`config.mk`:
```
export PLATFORM = sky130hd
export DESIGN_NAME = longest_coprime_adjacent_run
export DESIGN_NICKNAME = d
export VERILOG_FILES = /design/src/rtl/lcar_pkg.sv /design/src/rtl/longest_coprime_adjacent_run.sv /design/src/rtl/lcar_gcd.sv
export SDC_FILE = /design/constraint.sdc
export NUM_CORES = 1
export LEC_CHECK = 0
export BUFFER_PORTS_ARGS = -buffer_cell sky130_fd_sc_hd__buf_2
export CAP_MARGIN = 10
export CELL_PAD_IN_SITES_DETAIL_PLACEMENT = 1
export CELL_PAD_IN_SITES_GLOBAL_PLACEMENT = 1
export CORE_AREA = 2 2 150 152
export CTS_CLUSTER_SIZE = 10
export DETAILED_ROUTE_END_ITERATION = 10
export DIE_AREA = 0 0 152 154
export PLACE_DENSITY_LB_ADDON = 0.3
export SLEW_MARGIN = 10
export SYNTH_ARGS = -nofsm -noshare
export SYNTH_HDL_FRONTEND = slang
export SYNTH_SLANG_ARGS = --single-unit
```
`constraint.sdc`:
```
create_clock -name clk -period 9.83 [get_ports clk]
set_input_delay 1.966 -clock clk [delete_from_list [all_inputs] [get_ports clk]]
set_output_delay 1.966 -clock clk [all_outputs]
set_load 0.02 [all_outputs]
```
`src/rtl/lcar_pkg.sv`:
```
`default_nettype none

package lcar_pkg;

  // Element width and stream depth.
  localparam int VALUE_BITS = 16;
  localparam int MAX_LENGTH = 1024;

  // Position of an element inside the stream, and the counter that can also hold MAX_LENGTH.
  localparam int POS_BITS = $clog2(MAX_LENGTH);
  localparam int IDX_BITS = $clog2(MAX_LENGTH + 1);

  // Width of the reported indices and of the padded result data bus.
  localparam int RUN_BITS   = 10;
  localparam int IN_TDATA_W  = ((VALUE_BITS + 7) / 8) * 8;
  localparam int OUT_TDATA_W = ((2 * RUN_BITS + 7) / 8) * 8;

  // Result of the shared gcd unit.
  typedef struct packed {
    logic done;
    logic coprime;
  } gcd_res_t;

endpackage

`default_nettype wire

```
`src/rtl/longest_coprime_adjacent_run.sv`:
```
`default_nettype none

// Longest run of coprime neighbors in a stream of positive integers.
// Input channel: one element per item, value in in_tdata[15:0], in_tlast on the
// final element of a stream. Result channel: one item per stream, produced after
// the element carrying in_tlast, with the start and end index of the earliest
// longest run whose neighbor pairs all have gcd 1 (0 and 0 if there is none),
// and out_tuser set if the stream had more than 1024 elements.
// Every neighbor pair goes through one shared binary gcd unit that removes one
// factor of two or does one subtraction per cycle. The first element of a
// stream (and any element past 1024) goes straight to the run search update;
// any other element first waits for the gcd unit and is then folded in. The
// result of a final element is handed over to the output register.
// One item is worked on at a time: in_tready is low while an element is in the
// gcd unit or being folded into the run search, and while a result waits in
// the output register. If the receiver stalls, the result stays there and no
// new element is taken until out_tready takes it.
// Reset (rst_n low at a clock edge) clears the run search state and drops any
// pending result; the block is ready in the cycle after the reset edge.
module longest_coprime_adjacent_run (
  input  wire logic                             clk,
  input  wire logic                             rst_n,
  input  wire logic                             in_tvalid,
  output      logic                             in_tready,
  input  wire logic [lcar_pkg::IN_TDATA_W-1:0]  in_tdata,   // [15:0] value
  input  wire logic                             in_tlast,
  output      logic                             out_tvalid,
  input  wire logic                             out_tready,
  output      logic [lcar_pkg::OUT_TDATA_W-1:0] out_tdata,  // [9:0] run_start, [19:10] run_end
  output      logic                             out_tuser   // overflow
);

  typedef enum logic [2:0] {
    S_IDLE = 3'b001,
    S_GCD  = 3'b010,
    S_UPD  = 3'b100
  } state_t;

  state_t                            state_r, state_nxt;
  logic [lcar_pkg::VALUE_BITS-1:0]   value_r;
  logic                              last_r;
  logic                              coprime_r;
  logic [lcar_pkg::VALUE_BITS-1:0]   prev_r, prev_nxt;
  logic [lcar_pkg::IDX_BITS-1:0]     idx_r, idx_nxt;
  logic [lcar_pkg::POS_BITS-1:0]     cur_start_r, cur_start_nxt;
  logic [lcar_pkg::POS_BITS-1:0]     best_start_r, best_start_nxt;
  logic [lcar_pkg::POS_BITS-1:0]     best_end_r, best_end_nxt;
  logic [lcar_pkg::POS_BITS-1:0]     best_len_r, best_len_nxt;
  logic                              exceeded_r, exceeded_nxt;
  logic                              out_valid_r;
  logic [lcar_pkg::RUN_BITS-1:0]     out_start_r, out_end_r;
  logic                              out_ovf_r;
  logic                              in_acc;
  logic                              in_range;
  logic                              need_gcd;
  logic [lcar_pkg::POS_BITS-1:0]     pos;
  logic [lcar_pkg::POS_BITS-1:0]     run_len;
  lcar_pkg::gcd_res_t                gcd_res;

  assign in_tready = (state_r == S_IDLE) && !out_valid_r;
  assign in_acc    = in_tvalid && in_tready;
  assign in_range  = idx_r < lcar_pkg::IDX_BITS'(lcar_pkg::MAX_LENGTH);
  assign need_gcd  = in_range && (idx_r != '0);
  assign pos       = idx_r[lcar_pkg::POS_BITS-1:0];
  assign run_len   = pos - cur_start_r;

  // Shared gcd unit, started on the accept of any element that closes a pair.
  lcar_gcd u_gcd (
    .clk   (clk),
    .rst_n (rst_n),
    .start (in_acc && need_gcd),
    .op_a  (prev_r),
    .op_b  (in_tdata[lcar_pkg::VALUE_BITS-1:0]),
    .res   (gcd_res)
  );

  // Sequencer.
  always_comb begin
    state_nxt = state_r;
    case (state_r)
      S_IDLE: begin
        if (in_acc) begin
          state_nxt = need_gcd ? S_GCD : S_UPD;
        end
      end
      S_GCD: begin
        if (gcd_res.done) begin
          state_nxt = S_UPD;
        end
      end
      S_UPD: begin
        state_nxt = S_IDLE;
      end
      default: begin
        state_nxt = S_IDLE;
      end
    endcase
  end

  // Run search update for the element held in value_r.
  always_comb begin
    prev_nxt       = prev_r;
    idx_nxt        = idx_r;
    cur_start_nxt  = cur_start_r;
    best_start_nxt = best_start_r;
    best_end_nxt   = best_end_r;
    best_len_nxt   = best_len_r;
    exceeded_nxt   = exceeded_r;
    if (in_range) begin
      if (idx_r != '0) begin
        if (coprime_r) begin
          if (run_len > best_len_r) begin
            best_len_nxt   = run_len;
            best_start_nxt = cur_start_r;
            best_end_nxt   = pos;
          end
        end else begin
          cur_start_nxt = pos;
        end
      end
      prev_nxt = value_r;
      idx_nxt  = idx_r + lcar_pkg::IDX_BITS'(1);
    end else begin
      exceeded_nxt = 1'b1;
    end
  end

  // Control state and run search state.
  always_ff @(posedge clk) begin
    if (!rst_n) begin
      state_r      <= S_IDLE;
      prev_r       <= '0;
      idx_r        <= '0;
      cur_start_r  <= '0;
      best_start_r <= '0;
      best_end_r   <= '0;
      best_len_r   <= '0;
      exceeded_r   <= 1'b0;
      out_valid_r  <= 1'b0;
    end else begin
      state_r <= state_nxt;
      if (out_valid_r && out_tready) begin
        out_valid_r <= 1'b0;
      end
      if (state_r == S_UPD) begin
        if (last_r) begin
          // Stream finished: report and start over.
          out_valid_r  <= 1'b1;
          prev_r       <= '0;
          idx_r        <= '0;
          cur_start_r  <= '0;
          best_start_r <= '0;
          best_end_r   <= '0;
          best_len_r   <= '0;
          exceeded_r   <= 1'b0;
        end else begin
          prev_r       <= prev_nxt;
          idx_r        <= idx_nxt;
          cur_start_r  <= cur_start_nxt;
          best_start_r <= best_start_nxt;
          best_end_r   <= best_end_nxt;
          best_len_r   <= best_len_nxt;
          exceeded_r   <= exceeded_nxt;
        end
      end
    end
  end

  // Payload registers: the accepted element, the gcd verdict and the result.
  always_ff @(posedge clk) begin
    if (in_acc) begin
      value_r   <= in_tdata[lcar_pkg::VALUE_BITS-1:0];
      last_r    <= in_tlast;
      coprime_r <= 1'b0;
    end else if (state_r == S_GCD && gcd_res.done) begin
      coprime_r <= gcd_res.coprime;
    end
    if (state_r == S_UPD && last_r) begin
      out_start_r <= lcar_pkg::RUN_BITS'(best_start_nxt);
      out_end_r   <= lcar_pkg::RUN_BITS'(best_end_nxt);
      out_ovf_r   <= exceeded_nxt;
    end
  end

  assign out_tvalid = out_valid_r;
  assign out_tdata  = lcar_pkg::OUT_TDATA_W'({out_end_r, out_start_r});
  assign out_tuser  = out_ovf_r;

`ifndef NO_ASSERTIONS
  // A recorded best run spans exactly its stored number of pairs.
  assert property (@(posedge clk) disable iff (!rst_n)
    (best_len_r != '0) |-> ((best_end_r - best_start_r) == best_len_r))
    else $error("best run bounds disagree with its length");

  // The present run never starts beyond the next element position.
  assert property (@(posedge clk) disable iff (!rst_n)
    idx_r >= lcar_pkg::IDX_BITS'(cur_start_r))
    else $error("current run start ahead of element index");

  // A result appears only after the update of a final element.
  assert property (@(posedge clk) disable iff (!rst_n)
    $rose(out_valid_r) |-> $past(state_r == S_UPD && last_r))
    else $error("result raised without a final element");

  // The gcd unit finishes only while the sequencer waits for it.
  assert property (@(posedge clk) disable iff (!rst_n)
    gcd_res.done |-> (state_r == S_GCD))
    else $error("gcd finished outside its wait state");
`endif

endmodule

`default_nettype wire

```
`src/rtl/lcar_gcd.sv`:
```
`default_nettype none

module lcar_gcd (
  input  wire logic                           clk,
  input  wire logic                           rst_n,
  input  wire logic                           start,
  input  wire logic [lcar_pkg::VALUE_BITS-1:0] op_a,
  input  wire logic [lcar_pkg::VALUE_BITS-1:0] op_b,
  output lcar_pkg::gcd_res_t                  res
);

  // Binary gcd, one reduction step per cycle.
  logic [lcar_pkg::VALUE_BITS-1:0] a_r, a_nxt;
  logic [lcar_pkg::VALUE_BITS-1:0] b_r, b_nxt;
  logic                            twos_r, twos_nxt;
  logic                            busy_r, busy_nxt;
  logic                            zero_hit;

  assign zero_hit = (a_r == '0) || (b_r == '0);

  // The gcd is 1 only if no common factor of two was removed and the survivor is 1.
  assign res.done    = busy_r && zero_hit;
  assign res.coprime = !twos_r && ((a_r | b_r) == lcar_pkg::VALUE_BITS'(1));

  // Next operand values for one step.
  always_comb begin
    a_nxt    = a_r;
    b_nxt    = b_r;
    twos_nxt = twos_r;
    busy_nxt = busy_r;
    if (start) begin
      a_nxt    = op_a;
      b_nxt    = op_b;
      twos_nxt = 1'b0;
      busy_nxt = 1'b1;
    end else if (busy_r) begin
      if (zero_hit) begin
        busy_nxt = 1'b0;
      end else if (!a_r[0] && !b_r[0]) begin
        a_nxt    = a_r >> 1;
        b_nxt    = b_r >> 1;
        twos_nxt = 1'b1;
      end else if (!a_r[0]) begin
        a_nxt = a_r >> 1;
      end else if (!b_r[0]) begin
        b_nxt = b_r >> 1;
      end else if (a_r >= b_r) begin
        a_nxt = a_r - b_r;
      end else begin
        b_nxt = b_r - a_r;
      end
    end
  end

  // Control state.
  always_ff @(posedge clk) begin
    if (!rst_n) begin
      busy_r <= 1'b0;
    end else begin
      busy_r <= busy_nxt;
    end
  end

  // Operand registers.
  always_ff @(posedge clk) begin
    a_r    <= a_nxt;
    b_r    <= b_nxt;
    twos_r <= twos_nxt;
  end

endmodule

`default_nettype wire

```
======== Word-level counts from Yosys, hierarchy flattened ========
Cells that the tools add are included.
word-level totals
  bits in registers ....................... 145
  input bits .............................. 21
  output and inout bits ................... 27
operators by class
  add/subtract/negate cells ............... 4
  $lt $le $gt $ge ......................... 3
  eq/ne operators ......................... 11
  mux-type cells .......................... 49
  bitwise logic cells ..................... 2
  reduce and logical (&&, ||, !) cells .... 33
operators by type and width
  kind                   number
  $mux 16                16
  $mux 10                19
  $logic_not 16->1       2
  $sub 16x16->16         2
  $mux 11                2
  $eq 16x1->1 const B    1
  $ge 16x16->1           1
  $or 16x16->16          1
  $ne 4x3->1 const B     3
  $reduce_and 4->1       3
  $add 11x1->11 const B  1
  $lt 11x11->1 const B   1
  $reduce_bool 11->1     1
  $gt 10x10->1           1
  $logic_and 1x1->1      10
  $reduce_bool 2->1      5
  $sub 10x10->10         1
  $mux 3                 3
  $mux 1                 8
  $ne 2x2->1 const B     3
  $pmux 3 s2             1
  $reduce_and 2->1       3
  $reduce_and 3->1       2
  $reduce_and 5->1       1
  8 further kinds        11

======== Logic depth before layout (Yosys ltp) ========
Gate-level depths: netlist of the first run.
  depth in word-level cells ............... 8
  depth in mapped cells ................... 18
  depth with buffers taken out ............ 17

======== Modules after synthesis ========
A second synthesis of the first run with hierarchy kept.
second synthesis, totals
  cell total of the unflattened synthesis .. 908
  area total of the unflattened synthesis .. 8562.0 µm²
by module, submodules not included
  module                        times used  cells an instance  area an instance (µm²)
  longest_coprime_adjacent_run  1           469                4885.9
  lcar_gcd                      1           439                3676.0

======== Worst setup path after synthesis of the first run ========
No wires, ideal clock.
  path kind ............................... input to register
  start point ............................. in in_tvalid
  end point ............................... reg u_gcd.a_r[10] (netlist bit) (enable)
  arrival ................................. 3.335 ns
  setup slack ............................. 6.122 ns
  cell stages on the path ................. 5
  path buffers ............................ 0
  cells stage by stage .................... nand2_1 inv_1 nand2_1 nand2_1 o31a_1
between the ends
  longest elaborated chain between the ends .. 4
  elaborated cells between the ends (all ways) .. 7
RTL lines
  what                                          RTL line                            source
  start, declared                               longest_coprime_adjacent_run.sv:23  input wire logic in_tvalid,
  $logic_and 1x1->1 *                           longest_coprime_adjacent_run.sv:61  assign in_acc = in_tvalid && in_tready;
  via in_acc                                    longest_coprime_adjacent_run.sv:53  logic in_acc;
  $logic_and 1x1->1 *                           longest_coprime_adjacent_run.sv:71  .start (in_acc && need_gcd),
  $ne 4x3->1 (no line) (tied with other cells)  --
  $reduce_and 4->1 (no line) *                  --
  end signal, assigned                          lcar_gcd.sv:66                      a_r <= a_nxt;
  end, declared                                 lcar_gcd.sv:13                      logic [lcar_pkg::VALUE_BITS-1:0] a_r, a_nxt;
Mark *: on every way through the listed nets, which the timed path passes. The rest lies on a longest branch.
A chain may end at the register's enable or synchronous reset.

======== Worst setup path in the final report of the first run ========
  start point ............................. reg idx_r[3] (netlist bit)
  end point ............................... reg best_len_r[0] (netlist bit)
between the ends
  longest elaborated chain between the ends .. 4
  elaborated cells between the ends (all ways) .. 8
RTL lines
  what                          RTL line                             source
  start, declared               longest_coprime_adjacent_run.sv:44   logic [lcar_pkg::IDX_BITS-1:0] idx_r, idx_nxt;
  start signal, assigned        longest_coprime_adjacent_run.sv:158  idx_r <= idx_nxt;
  $sub 10x10->10                longest_coprime_adjacent_run.sv:65   assign run_len = pos - cur_start_r;
  $gt 10x10->1                  longest_coprime_adjacent_run.sv:112  if (run_len > best_len_r) begin
  $reduce_bool 2->1 (no line)   --
  $reduce_and 5->1 (no line) *  --
  end signal, assigned          longest_coprime_adjacent_run.sv:162  best_len_r <= best_len_nxt;
  end, declared                 longest_coprime_adjacent_run.sv:48   logic [lcar_pkg::POS_BITS-1:0] best_len_r, best_len_nxt;
Mark *: on every way between the ends. The rest lies on a longest branch, timed or not.

==> results of run 1 <==
-- worst paths after layout --
path,to,cells past startpoint,slack [ns]
max,best_len_r[0],15,5.58
min reg2reg,best_end_r[2],1,0.48
max reg2reg,best_len_r[0],15,5.58
min,best_end_r[2],1,0.48
-- power by group --
part / internal [mW] / switching, mW
Combinational: 0.0244 / 0.0473
Clock: 0.390 / 0.302
Sequential: 0.643 / 0.00812
Total: 1.06 / 0.357
-- synth_stat cells (3+ instances only) --
library cell,instances,area share
xor2_1,12,0.012
nand2b_1,12,0.0087
clkbuf_1,23,0.010
a31oi_1,6,0.0043
a211o_1,3,0.0030
nor2_1,70,0.030
o311ai_1,5,0.0051
o21ai_2,4,0.0041
o31ai_1,6,0.0052
fa_1,3,0.0070
or3_1,3,0.0022
mux2_2,10,0.013
a22o_1,32,0.032
and3_1,5,0.0036
o221ai_1,3,0.0030
o21ai_1,5,0.0029
a221oi_2,6,0.010
nor2b_1,42,0.030
dfxtp_1,75,0.17
xnor2_1,24,0.024
nand2_1,46,0.020
a21o_1,11,0.0096
a22oi_1,27,0.023
inv_2,4,0.0017
a21oi_1,45,0.026
nand4_1,10,0.0072
nor4_1,12,0.0087
a21oi_2,3,0.0030
inv_1,79,0.034
buf_4,6,0.0052
nor3_1,20,0.012
nor4b_1,3,0.0030
a221oi_1,4,0.0041
nand3_1,15,0.0087
o21ai_0,26,0.015
buf_2,14,0.0081
ha_1,69,0.10
a211oi_1,5,0.0043
o21a_1,8,0.0070
edfxtp_1,70,0.24
o31a_1,4,0.0041
-- placed cells by master, fill, tap and decap left out, types with 15 or more instances in the layout --
cell | netlist | final
a21oi_1 | 45 | 45
a22o_1 | 32 | 32
a22oi_1 | 27 | 27
buf_2 | 14 | 43
clkbuf_16 | 0 | 17
dfxtp_1 | 75 | 75
edfxtp_1 | 70 | 70
ha_1 | 69 | 69
inv_1 | 79 | 79
nand2_1 | 46 | 46
nand3_1 | 15 | 15
nor2_1 | 70 | 68
nor2b_1 | 42 | 41
nor3_1 | 20 | 19
o21ai_0 | 26 | 26
xnor2_1 | 24 | 24
-- layer usage --
| metal | GRT usage | share of wire |
|---|---|---|
| met5 | 0 | 0 |
| met4 | 0.0596 | 0.016 |
| met3 | 0.0285 | 0.028 |
| met2 | 0.367 | 0.50 |
| met1 | 0.273 | 0.46 |
-- cells by family (layout without fill, tap and decap cells) --
kind of cell             Yosys count  after routing  share of synthesized area
AO/OA/AOI/OAI                    235            235                      0.205
XOR/XNOR                          36             36                     0.0365
buffers and inverters            129            165                     0.0628
other                              1              4                   0.000434
multiplexers                      13             13                     0.0167
AND/OR/NAND/NOR                  256            256                      0.155
adder cells (fa/ha/maj)           72             72                      0.107
flip-flops                       145            145                      0.417
-- area by class of cell --
| class | count | area (um2) |
|---|---|---|
| Clock inverter | 14 | 190 |
| Fill cell | 2480 | 12000 |
| Timing Repair Buffer | 50 | 268 |
| Multi-Input combinational cell | 616 | 4520 |
| Sequential cell | 145 | 3600 |
| Clock buffer | 18 | 429 |
| Inverter | 83 | 312 |
| Tap cell | 280 | 350 |
-- state kept, by name (all words and copies together) (netlist names), 10 cells and up --
signal,flops
value_r,16
out_end_r,10
cur_start_r,10
u_gcd.a_r,16
prev_r,16
best_end_r,10
best_len_r,10
idx_r,11
out_start_r,10
best_start_r,10
u_gcd.b_r,16
==> impl_metrics.tcl, run 1 <==
set metrics [dict create \
    post_cts_buffers 0 \
    track_usage 0.210 \
    synth_warnings 0 \
    whs_ns 0.476 \
    placed_cell_area_um2 9050 \
    critPathMaxFanout 30 \
    drt-wirelength-per-cell_um 20.1 \
    pin_count 48 \
    crit_family "compound AO/OA/AOI/OAI gates" \
    ir_worst_vdd_uv 102 \
    fin_worst_skew_ns 0.0138 \
    design_area_um2 9670 \
    area_delta_synth_final_pct 11.9 \
    dr.pass1.iters 5 \
    slew_headroom 0.269 \
    stdcell_count 1206 \
    grt_pass1_vias 6914 \
    min_from "best_end_r[2]" \
    status "complete, no violations" \
    r2r_start "idx_r[3]" \
    worstSetupPathType "flip-flop to flip-flop" \
    tightest_slew_ns 1.09 \
    numCtsBuffers 17 \
    core_area_um2 21700 \
    ctsRootBufferMaster "clkbuf_16" \
    dieHeight_um 154 \
    grt_pass1_wl_um 38900 \
    ant_nets 0 \
    max_stage_delay_ns 0.60 \
    cts_resized 0 \
    hold_viol 0 \
    start_util 0.398 \
    report.final.slew_viol_count 0 \
    cp_num_buf_inv 2 \
    antenna-diode-count 0 \
    path_cells "ha_1 -> and3_1 -> a211oi_1 -> a211o_1 -> o21ai_0 -> xnor2_1 -> ha_1 -> nand4_1 -> o311ai_1 -> a21o_1 -> buf_4 -> a21oi_1 -> nor2b_2 -> buf_4 -> a22o_1" \
    post-dp-hpwl_um 17500 \
    totalPowerFinal_mw 1.41 \
    max_freq_mhz 235 \
    crit_path_end_kind "flip-flop" \
    synthCells 887 \
    die_w_um 152 \
    placed_cells 1174 \
    clock_latency_ns 0.43 \
    fin_tns_setup_ns 0 \
    cts_tree "built" \
    synthDistinctLibCells 84 \
    place_congestion 0.869 \
    drv_cap 0 \
    drive_gt1_frac 0.140 \
    synth-main-ff-cell "dfxtp_1" \
    nNetsFinal 1006 \
    startpoint_type "flip-flop" \
    cts_hold_buffers 0 \
    wl_um 24200 \
    postLayoutCoreUtil 0.446 \
    dieArea_um2 23400 \
    hold_path_class "flip-flop to flip-flop" \
    setup_viol 0 \
    power.leakage_nw 3.74 \
    drc 0 \
    fin_crit_sh 0.432 \
    rows 54 \
    globalRouteOverflowTotal 0 \
    cts_max_path_buffers 2 \
    clk_pin_slew_worst_paths_ns 0.07 \
    drtIter0Drc 296 \
    cp.required_ns 10.19 \
    syn_area_per_cell_um2 9.74 \
    synth_edf_count 70 \
    ys_ff_latch 145 \
    grt_max_degree 36 \
    vias 6771 \
    setup_slack_ns 5.58 \
    viasPerCell 5.61 \
    post-route-min-period_ns 4.25 \
    p_per_area_nw_per_um2 146 \
    syn-cell-area_um2 8640 \
    port_buffers 43 \
    yosysSeqAreaShare 0.417 \
    cp-startpoint "idx_r[3]" \
    async_flop_share 0 \
    antenna_found_initial 0 \
    rsz0062_at_grt "no" \
    cp.arrival_ns 4.61 \
    cts.sink_count 145 \
    place_worst_setup_slack_ns 5.32 \
    cp_slowest_cell "dfxtp_1" \
    h-tree-depth 4 \
]
(Power assumes the default switching activity.)
==> run 2, diff against run 1 <==
--- a/config.mk
+++ b/config.mk
@@ -5,14 +5,15 @@
 export SDC_FILE = /design/constraint.sdc
 export NUM_CORES = 1
 export LEC_CHECK = 0
+export ABC_AREA = 1
 export BUFFER_PORTS_ARGS = -buffer_cell sky130_fd_sc_hd__buf_2
 export CAP_MARGIN = 10
 export CELL_PAD_IN_SITES_DETAIL_PLACEMENT = 1
 export CELL_PAD_IN_SITES_GLOBAL_PLACEMENT = 1
-export CORE_AREA = 2 2 150 152
+export CORE_AREA = 2 2 154 156
 export CTS_CLUSTER_SIZE = 10
 export DETAILED_ROUTE_END_ITERATION = 10
-export DIE_AREA = 0 0 152 154
+export DIE_AREA = 0 0 156 158
 export PLACE_DENSITY_LB_ADDON = 0.3
 export SLEW_MARGIN = 10
 export SYNTH_ARGS = -nofsm -noshare
==> constraint.sdc (replaced) <==
create_clock -name clk -period 4.4 [get_ports clk]
set_input_delay 0.88 -clock clk [delete_from_list [all_inputs] [get_ports clk]]
set_output_delay 0.88 -clock clk [all_outputs]
set_load 0.02 [all_outputs]
==> impl_metrics.tcl, run 2 <==
set metrics [dict create \
    status "complete, no violations" \
    clk_pin_slew_worst_paths_ns 0.07 \
    ys_ff_latch 145 \
    nFillCells 2861 \
    cts_tree "built" \
    globalRouteOverflowTotal 0 \
    post-dp-hpwl_um 21200 \
    max_freq_mhz 267 \
    seq_power_share 0.443 \
    cts_max_path_buffers 2 \
    vias 8059 \
    crit_path_end_kind "flip-flop" \
    wl_met1_um 12200 \
    synth_top_area_share 0.232 \
    place_congestion 0.889 \
    power.leakage_nw 4.44 \
    critPathMaxFanout 21 \
    cts_resized 0 \
    ant_nets 0 \
    grt_pass1_vias 8525 \
    async_flop_share 0 \
    slew_headroom 0.403 \
    p_per_area_nw_per_um2 342 \
    dieHeight_um 158 \
    grt_pass1_wl_um 44900 \
    antenna_found_initial 0 \
    drive_gt1_frac 0.0971 \
    pwr-share-comb 0.129 \
    path_depth 17 \
    path_cells "inv_1 -> ha_1 -> fa_1 -> o31ai_1 -> nand3_1 -> nand3_1 -> nand2_1 -> ha_1 -> nand2_1 -> nor2_1 -> nand4_1 -> nand2_1 -> nor2_4 -> nand2_2 -> nor2_4 -> nand2_1 -> a21oi_1" \
    cp_slowest_cell "fa_1" \
    dieArea_um2 24600 \
    multi_input_area_um2 4670 \
    reg2reg_slack_ns 0.65 \
    setup_viol 0 \
    rows 56 \
    port_buffers 43 \
    wl_met2_um 14400 \
    stdcell_count 1526 \
    place_worst_setup_slack_ns 0.629 \
    pin_count 48 \
    synth_edf_count 70 \
    switching_power_mw 1.03 \
    startpoint_type "flip-flop" \
    rsz0062_at_grt "no" \
    drtIter0Drc 388 \
    nNetsFinal 1316 \
    drv_cap 0 \
    synth_warnings 0 \
    post-route-min-period_ns 3.75 \
    cp.required_ns 4.74 \
    h-tree-depth 4 \
    yosysSeqAreaShare 0.397 \
    synthMostInstantiatedCell "nand2_1" \
    netlist_top_cells_count "nand2_1, inv_1, nand3_1" \
    clkPwrFrac 0.428 \
    wl_met3_um 672 \
    wl_um 27900 \
    cp.arrival_ns 4.09 \
    crit_family "simple AND/OR/NAND/NOR gates" \
    fin_crit_sh 0.853 \
    hold_viol 0 \
    cts_hold_buffers 0 \
    syn_area_per_cell_um2 7.64 \
    post_cts_buffers 0 \
    whs_path_depth 2 \
    cts.sink_count 145 \
    drt-wirelength-per-cell_um 18.3 \
    start_util 0.394 \
    top_layer_used "met4" \
    grt_max_degree 46 \
    viasPerCell 5.28 \
    synthCells 1188 \
    synth_top_area_cell "edfxtp_1" \
    synth-main-ff-cell "dfxtp_1" \
    totalPowerFinal_mw 3.47 \
    layout_commonest_cell "nand2_1" \
    hold_path_class "flip-flop to flip-flop" \
    seq_area_um2 3600 \
    drc 0 \
    report.final.slew_viol_count 0 \
    cp_num_buf_inv 1 \
    clock_latency_ns 0.43 \
    switching_share 0.296 \
    setup_slack_ns 0.648 \
    worstSetupPathType "flip-flop to flip-flop" \
    yosys-top-cells-area "edfxtp_1, dfxtp_1, nand2_1, ha_1, nand3_1" \
    crit_top_cell "nand2_1" \
    tightest_slew_ns 0.896 \
    syn-cell-area_um2 9070 \
    synthDistinctLibCells 41 \
    antenna-diode-count 0 \
    intPower_mw 2.44 \
    ir_worst_vdd_uv 204 \
    fin_tns_setup_ns 0 \
    track_usage 0.235 \
    max_stage_delay_ns 0.43 \
    reg2regPathDepth 17 \
    fin_worst_skew_ns 0.0129 \
    die_w_um 156 \
    dr.pass1.iters 5 \
    area_delta_synth_final_pct 11.8 \
    core_area_um2 23100 \
    final_cell_mix "nand2_1, inv_1, nand3_1, a21oi_1, nor2_1" \
    ctsRootBufferMaster "clkbuf_16" \
    placed_cells 1494 \
    numCtsBuffers 17 \
]
==> run 2: cell count changes in the layout (fill, tap and decap cells not counted), moves of 10 or more <==
cell / previous run / this run
mux2_2: 10 / 0
nand3_1: 15 / 141
nor2_1: 68 / 92
a22oi_1: 27 / 0
nand2_1: 46 / 257
nand2b_1: 12 / 0
nand4_1: 10 / 22
and2_1: 2 / 20
a22o_1: 32 / 0
xnor2_1: 24 / 5
inv_1: 79 / 155
a21oi_1: 45 / 123
nor2b_1: 41 / 0
==> run 2: worst min-delay path: cells and delay by family, from the launching register on <==
kind | cells | cell delay (ns)
flops | 1 | 0.31
compound gates | 1 | 0.05
simple gates | 1 | 0.06
==> run 2: worst paths after layout <==
check / end / startpoint
setup / recovery: best_len_r[5] / idx_r[0]
hold / removal: best_end_r[8] / best_end_r[8]
setup reg to reg: best_len_r[5] / idx_r[0]
hold reg to reg: best_end_r[8] / best_end_r[8]
==> run 2: kinds of logic after synthesis <==
| kind of cell | synth area share |
|---|---|
| adder cells (fa/ha/maj) | 0.102 |
| AND/OR/NAND/NOR | 0.287 |
| XOR/XNOR | 0.0251 |
| buffers and inverters | 0.0896 |
| flip-flops | 0.397 |
| other | 0.000413 |
| AO/OA/AOI/OAI | 0.0987 |
==> run 2: power groups by stage <==
stage / Combinational, mW / Sequential (mW) / Clock, mW
finish: 0.447 / 1.53 / 1.49
global route: 0.496 / 1.54 / 1.56
CTS: 0.450 / 1.54 / 1.51
detailed placement: 0.447 / 1.56 / 0
global placement: 0.439 / 1.56 / 0
floorplan: 0.296 / 1.56 / 0
==> run 2: area by class of cell <==
class / count / area share
Inverter: 163 / 0.0603
Clock buffer: 18 / 0.0433
Timing Repair Buffer: 53 / 0.0286
Sequential cell: 145 / 0.355
Clock inverter: 14 / 0.0163
Tap cell: 290 / 0.0358
Multi-Input combinational cell: 843 / 0.461
==> run 2: per-stage QoR <==
step	hold WS, ns	util	instance area (um2)
CTS	0.468	0.440	10100
global placement	0.452	0.414	9540
detailed placement	0.457	0.414	9540
global route	0.492	0.440	10100
finish	0.467	0.440	10100
floorplan	0.431	-	9080
==> run 2: metal layers <==
layer  global-route usage  up-vias
li1                     -     3971
met1                0.284     3924
met2                0.432      129
met3               0.0337       35
met4               0.0716        0
met5                    0        -
==> run 3, diff against run 2 <==
--- a/config.mk
+++ b/config.mk
@@ -11,10 +11,11 @@
 export CELL_PAD_IN_SITES_DETAIL_PLACEMENT = 1
 export CELL_PAD_IN_SITES_GLOBAL_PLACEMENT = 1
 export CORE_AREA = 2 2 154 156
+export CTS_BUF_LIST = sky130_fd_sc_hd__clkbuf_4 sky130_fd_sc_hd__clkbuf_8
 export CTS_CLUSTER_SIZE = 10
 export DETAILED_ROUTE_END_ITERATION = 10
 export DIE_AREA = 0 0 156 158
-export PLACE_DENSITY_LB_ADDON = 0.3
+export PLACE_DENSITY = 0.71
 export SLEW_MARGIN = 10
 export SYNTH_ARGS = -nofsm -noshare
 export SYNTH_HDL_FRONTEND = slang
==> constraint.sdc (replaced) <==
create_clock -name clk -period 4.4 [get_ports clk]
set_input_delay 0.88 -clock clk [delete_from_list [all_inputs] [get_ports clk]]
set_output_delay 0.88 -clock clk [all_outputs]
set_load 0.1 [all_outputs]
==> impl_metrics.tcl, run 3 (synthesis gave the netlist of run 2 again) <==
set metrics [dict create \
    fin_tns_setup_ns 0 \
    final_cell_mix "nand2_1, inv_1, nand3_1, a21oi_1, nor2_1" \
    cts_hold_buffers 0 \
    ctsRootBufferMaster "clkbuf_8" \
    cp.required_ns 4.78 \
    clock_latency_ns 0.48 \
    cp.arrival_ns 4.11 \
    viasPerCell 5.25 \
    hold_viol 0 \
    stdcell_count 1526 \
    max_freq_mhz 268 \
    place_worst_setup_slack_ns 0.661 \
    grt_max_degree 47 \
    area_delta_synth_final_pct 9.97 \
    reg2regPathDepth 16 \
    rows 56 \
    crit-reg2reg-capture "best_len_r[1]" \
    cts_resized 0 \
    setup_slack_ns 0.667 \
    place_congestion 0.889 \
    rsz0062_at_grt "no" \
    whs_path_depth 2 \
    fin_worst_skew_ns 0.0186 \
    critPathMaxFanout 21 \
    placed_cells 1494 \
    dieHeight_um 158 \
    totalPowerFinal_mw 3.26 \
    cts_tree "built" \
    hold_path_class "flip-flop to flip-flop" \
    multi_input_area_um2 4670 \
    reg2reg_slack_ns 0.67 \
    startpoint_type "flip-flop" \
    dr.pass1.iters 4 \
    pin_count 48 \
    drtIter0Drc 432 \
    grt_pass1_vias 8385 \
    vias 8005 \
    nFillCells 2862 \
    drv_cap 0 \
    cts.sink_count 145 \
    dieArea_um2 24600 \
    nNetsFinal 1316 \
    port_buffers 43 \
    cts_max_path_buffers 2 \
    post_cts_buffers 0 \
    crit_path_end_kind "flip-flop" \
    clk_pin_slew_worst_paths_ns 0.09 \
    r2r_start "idx_r[0]" \
    worstSetupPathType "flip-flop to flip-flop" \
    ant_nets 0 \
    globalRouteOverflowTotal 0 \
    p_per_area_nw_per_um2 327 \
    h-tree-depth 4 \
    drc 0 \
    start_util 0.394 \
    grt_pass1_wl_um 44900 \
    core_area_um2 23100 \
    ir_worst_vdd_uv 157 \
    report.final.slew_viol_count 0 \
    numCtsBuffers 17 \
    post-dp-hpwl_um 21300 \
    slew_headroom 0.369 \
    antenna-diode-count 0 \
    min_to "best_start_r[8]" \
    post-route-min-period_ns 3.73 \
    drt-wirelength-per-cell_um 18.4 \
    seq_area_um2 3600 \
    antenna_found_initial 0 \
    track_usage 0.237 \
    status "complete, no violations" \
    fin_crit_sh 0.848 \
    tightest_slew_ns 0.946 \
    whs_ns 0.471 \
    drive_gt1_frac 0.0971 \
    layout_commonest_cell "nand2_1" \
    die_w_um 156 \
    power.leakage_nw 4.36 \
    setup_viol 0 \
    min_from "best_start_r[8]" \
    wl_um 28100 \
]
[run 3: cell count changes in the layout (fill, tap and decap cells not counted)]
cell	change
clkbuf_16	-17
bufinv_16	+2
clkbuf_8	+16
clkinv_4	+2
clkbuf_4	+1
inv_4	-1
inv_6	-1
clkinv_8	-2
[run 3: worst max path at each step]
stage	start	to	cells after the start
after floorplan	out_tvalid	u_gcd.b_r[10]	6
after global placement	idx_r[0]	best_len_r[1]	16
after detailed placement	idx_r[0]	best_len_r[8]	16
after CTS	idx_r[0]	best_len_r[1]	16
after global routing	idx_r[0]	best_len_r[1]	16
final	idx_r[0]	best_len_r[1]	16
[run 3: power breakdown]
part | internal (mW) | switching [mW]
combinational | 0.114 | 0.432
clock | 0.590 | 0.594
sequential | 1.50 | 0.0345
total | 2.20 | 1.06
[run 3: layout make-up]
cell class / count / share of cell area
multi-input cells: 843 / 0.468
well taps: 290 / 0.0364
clock buffers: 18 / 0.0242
repair buffers: 53 / 0.0291
clock inverters: 14 / 0.0196
flip-flops and latches: 145 / 0.361
inverters: 163 / 0.0613
[run 3: metrics by stage]
stage | util | cell area (um2)
2_1_floorplan | - | 9080
3_3_place_gp | 0.414 | 9540
3_5_place_dp | 0.414 | 9540
4_1_cts | 0.433 | 9980
5_1_grt | 0.433 | 9980
6_report | 0.433 | 9980
[run 3: per-layer routing]
layer / global-route usage / vias to the layer above / share of wire
li1: - / 3958 / -
met3: 0.0381 / 34 / 0.022
met4: 0.0765 / 0 / 0.021
met1: 0.282 / 3908 / 0.44
met5: 0 / - / 0
met2: 0.436 / 105 / 0.52
[run 3: worst max-delay path, cell delays in order, from the launching register on]
cell      delay, ns
dfxtp_1        0.40
inv_1          0.11
ha_1           0.23
fa_1           0.43
o31ai_1        0.39
nand3_1        0.15
nand3_1        0.10
nand2_1        0.08
ha_1           0.27
nand2_1        0.07
nor2_1         0.18
o211ai_1       0.12
nand3_1        0.14
nand2_2        0.35
nor2_4         0.37
nand2_1        0.08
a21oi_1        0.17
